$ cat config.mk
export PLATFORM = sky130hd
export DESIGN_NAME = slic_ram
export DESIGN_NICKNAME = d
export VERILOG_FILES = /design/src/slic_ram.sv
export SDC_FILE = /design/constraint.sdc
export NUM_CORES = 2
export LEC_CHECK = 0
export CAP_MARGIN = 20
export CORE_UTILIZATION = 30
export DETAILED_ROUTE_END_ITERATION = 10
export DONT_BUFFER_PORTS = 1
export PLACE_DENSITY = 0.48
export SYNTH_ARGS = -nofsm -noshare
export SYNTH_HDL_FRONTEND = slang
export SYNTH_SLANG_ARGS = --single-unit
$ cat constraint.sdc
create_clock -name clk -period 5.7 [get_ports clk]
set_clock_uncertainty 0.05 [all_clocks]
set_input_delay 1.14 -clock clk [delete_from_list [all_inputs] [get_ports clk]]
set_output_delay 1.14 -clock clk [all_outputs]
set_load 0.005 [all_outputs]
$ cat src/slic_ram.sv
`default_nettype none

module slic_ram #(
    parameter int WIDTH = 8,
    parameter int DEPTH = 256
) (
    input  wire logic                     clk,
    input  wire logic                     we,
    input  wire logic [$clog2(DEPTH)-1:0] waddr,
    input  wire logic [WIDTH-1:0]         wdata,
    input  wire logic [$clog2(DEPTH)-1:0] raddr,
    output logic      [WIDTH-1:0]         rdata
);

    logic [WIDTH-1:0] mem [DEPTH];

    always_ff @(posedge clk)
    begin
        if (we)
        begin
            mem[waddr] <= wdata;
        end
        rdata <= mem[raddr];
    end

endmodule

`default_nettype wire

==> metrics.yaml <==
startpoint_type: "input port"
wl_um: 217000
drive_above_1_share: 0.218
path_max_fanout: 578
syn_area_per_cell_um2: 21.3
cts_tree: "done"
row_count: 188
finalCritPeriodShare: 0.694
hold_buffers: 0
ff2ff_path_depth: 6
synth_cells: 3733
yosys_warnings: 0
syn2layout_area_growth_pct: 13.1
seq_area_frac_synth: 0.775
cts_max_path_buffers: 3
drv_slew: 333
arrival_ns: 4.59
grtUsageTotal: 0.161
die_width_um: 517
async_reset_ff_frac: 0
dieHeight_um: 517
maxSlewHeadroom: -0.311
netlist_area_um2: 79600
status: "complete, but fails checks"
post-cts-setup-buffers: 0
start_util: 0.303
cts_buffers: 211
die_area_um2: 267000
clockRootBuffer: "clkbuf_16"
core_area_um2: 263000
ys_ff_latch: 2056
grt_pass1_wl_um: 306000
synth_fp_nets: 3759
place_congestion: 0.778
gr-total-overflow: 0
power.leakage_nw: 27.0
dp_cells: 7107
setup_ws_ns: 1.74
grt_pass1_vias: 38683
maxCapViolCount: 0
ant_nets: 0
period_minus_slack_ns: 3.96
drc: 0
fin_nets: 3835
vias_per_cell: 5.07
design_area_um2: 90000
power_density_nw_per_um2: 345
synth_edf_count: 2048
required_ns: 6.33
fin_cells: 7496
clk_pin_slew_ns: 0.06
end_kind: "register"
dr.pass1.iters: 5
antenna_found_initial: 4
portBuffers: 0
via_count: 37991
dpl-instance-area_um2: 83300
hold_depth: 0
rsz0062_at_grt: "no"
place_ws_ns: 1.46
ir_drop_v: 0.000329
clk_latency_ns: 0.85
drt-initial-drc-count: 3507
hold_violations: 0
setup_viol_count_final: 0
io_pins: 34
cts_resized: 0
crit_type: "in -> reg"
holdWs_ns: 0.384
cts_sinks: 2056
violations: "max-slew violations"
fmax_mhz: 253
wl_per_cell_um: 28.9
synthFlopType: "edfxtp_1"
setup_tns_ns: 0
worst_slew_pin_slew_ns: 1.97
synth.distinct_cells: 55
worstHoldPathType: "in -> reg"
h-tree-depth: 4
hpwl_um: 120000
grt_max_degree: 579
report_power, final:
group	leakage (nW)	internal, mW	switching, mW
Clock	3.23	7.55	5.82
Combinational	5.30	0.477	0.494
Sequential	18.5	16.7	0.0580
Total	27.0	24.7	6.38
cells in the final DEF, fill, tap and decap left out, types with 4 or more instances in the layout:
cell type,Yosys,layout
a211oi_1,16,16
a21oi_1,96,96
a221oi_1,13,13
a22o_1,8,8
a22oi_1,133,133
and2_1,6,5
buf_2,31,4
buf_4,27,86
buf_6,21,5
bufinv_16,0,13
clkbuf_1,111,51
clkbuf_16,0,216
clkinv_1,1,50
clkinv_2,0,36
clkinv_4,0,4
dfxtp_1,8,8
edfxtp_1,2048,2048
inv_6,0,4
mux2i_1,134,134
mux4_2,454,454
nand2_1,33,33
nand2b_1,8,8
nand3_1,34,30
nand3_2,0,4
nand4_1,10,10
nor2_1,282,279
nor2b_1,31,28
nor3_1,22,21
nor4_1,24,17
nor4_2,3,10
o211ai_1,10,10
o21ai_0,10,10
o221ai_1,46,46
o22a_1,5,5
o22ai_1,28,28
o32ai_1,4,4
or2_2,4,4
cell usage after synthesis (10+ instances only):
library cell / count / area, um^2
nor3_1: 22 / 110
mux2i_1: 134 / 1340
nand3_1: 34 / 170
mux4_2: 454 / 10200
o221ai_1: 46 / 403
nor4_1: 24 / 150
o22ai_1: 28 / 175
a21oi_1: 96 / 480
buf_4: 27 / 203
a211oi_1: 16 / 120
buf_2: 31 / 155
nor2_1: 282 / 1060
nand2_1: 33 / 124
buf_1: 22 / 82.6
a221oi_1: 13 / 114
edfxtp_1: 2048 / 61500
o211ai_1: 10 / 75.1
nor2b_1: 31 / 194
buf_8: 13 / 195
buf_6: 21 / 236
clkbuf_1: 111 / 417
a22oi_1: 133 / 998
o21ai_0: 10 / 50.1
nand4_1: 10 / 62.6
area by class of cell:
| type | instances | area, um^2 |
|---|---|---|
| inverters | 2 | 7.51 |
| clock buffers | 270 | 5640 |
| fillers | 24644 | 173000 |
| multi-input cells | 1442 | 16600 |
| well taps | 3515 | 4400 |
| diodes | 1 | 2.50 |
| clock inverters | 114 | 943 |
| flip-flops and latches | 2056 | 61700 |
| repair buffers | 96 | 742 |
sequential cells by signal (all words and copies together) (netlist names):
signal and cells:
rdata 8, mem 2048
critical path: stages:
cell and delay (ns):
mux4_2 1.10, a22o_1 0.26, a221oi_1 0.38, o221ai_1 0.21, a211oi_1 0.56, nor4_1 0.12
through the flow:
stage                     power (mW)   util
after floorplan                 17.8      -
after global placement          18.0  0.316
after detailed placement        18.0  0.317
after CTS                       31.3  0.342
after global routing            31.9  0.342
final                           31.1  0.342
worst paths after layout:
kind / from / endpoint / slack, ns
worst max-delay path: raddr[0] / rdata[3] / 1.74
worst min-delay path: wdata[5] / mem[86][5] / 0.38
worst max register to register: mem[80][5] / rdata[5] / 2.55
worst min register to register: mem[48][4] / rdata[4] / 0.98
logic make-up (layout without fill, tap and decap cells):
logic type	count (synthesis)	after routing	share of synthesized area
DFF	2056	2056	0.775
other	0	1	0
AOI/OAI and AO/OA	385	385	0.0342
buffers and inverters	235	482	0.0183
muxes	591	591	0.146
and+or+nand+nor	466	466	0.0263
per-layer routing:
metal / track usage / wire, um / share of wire
met5: 0 / 0 / 0
met3: 0.0295 / 12700 / 0.059
met1: 0.224 / 94400 / 0.44
met4: 0.0439 / 5470 / 0.025
met2: 0.260 / 104000 / 0.48
No activity file was read; power rests on OpenSTA's default activity.
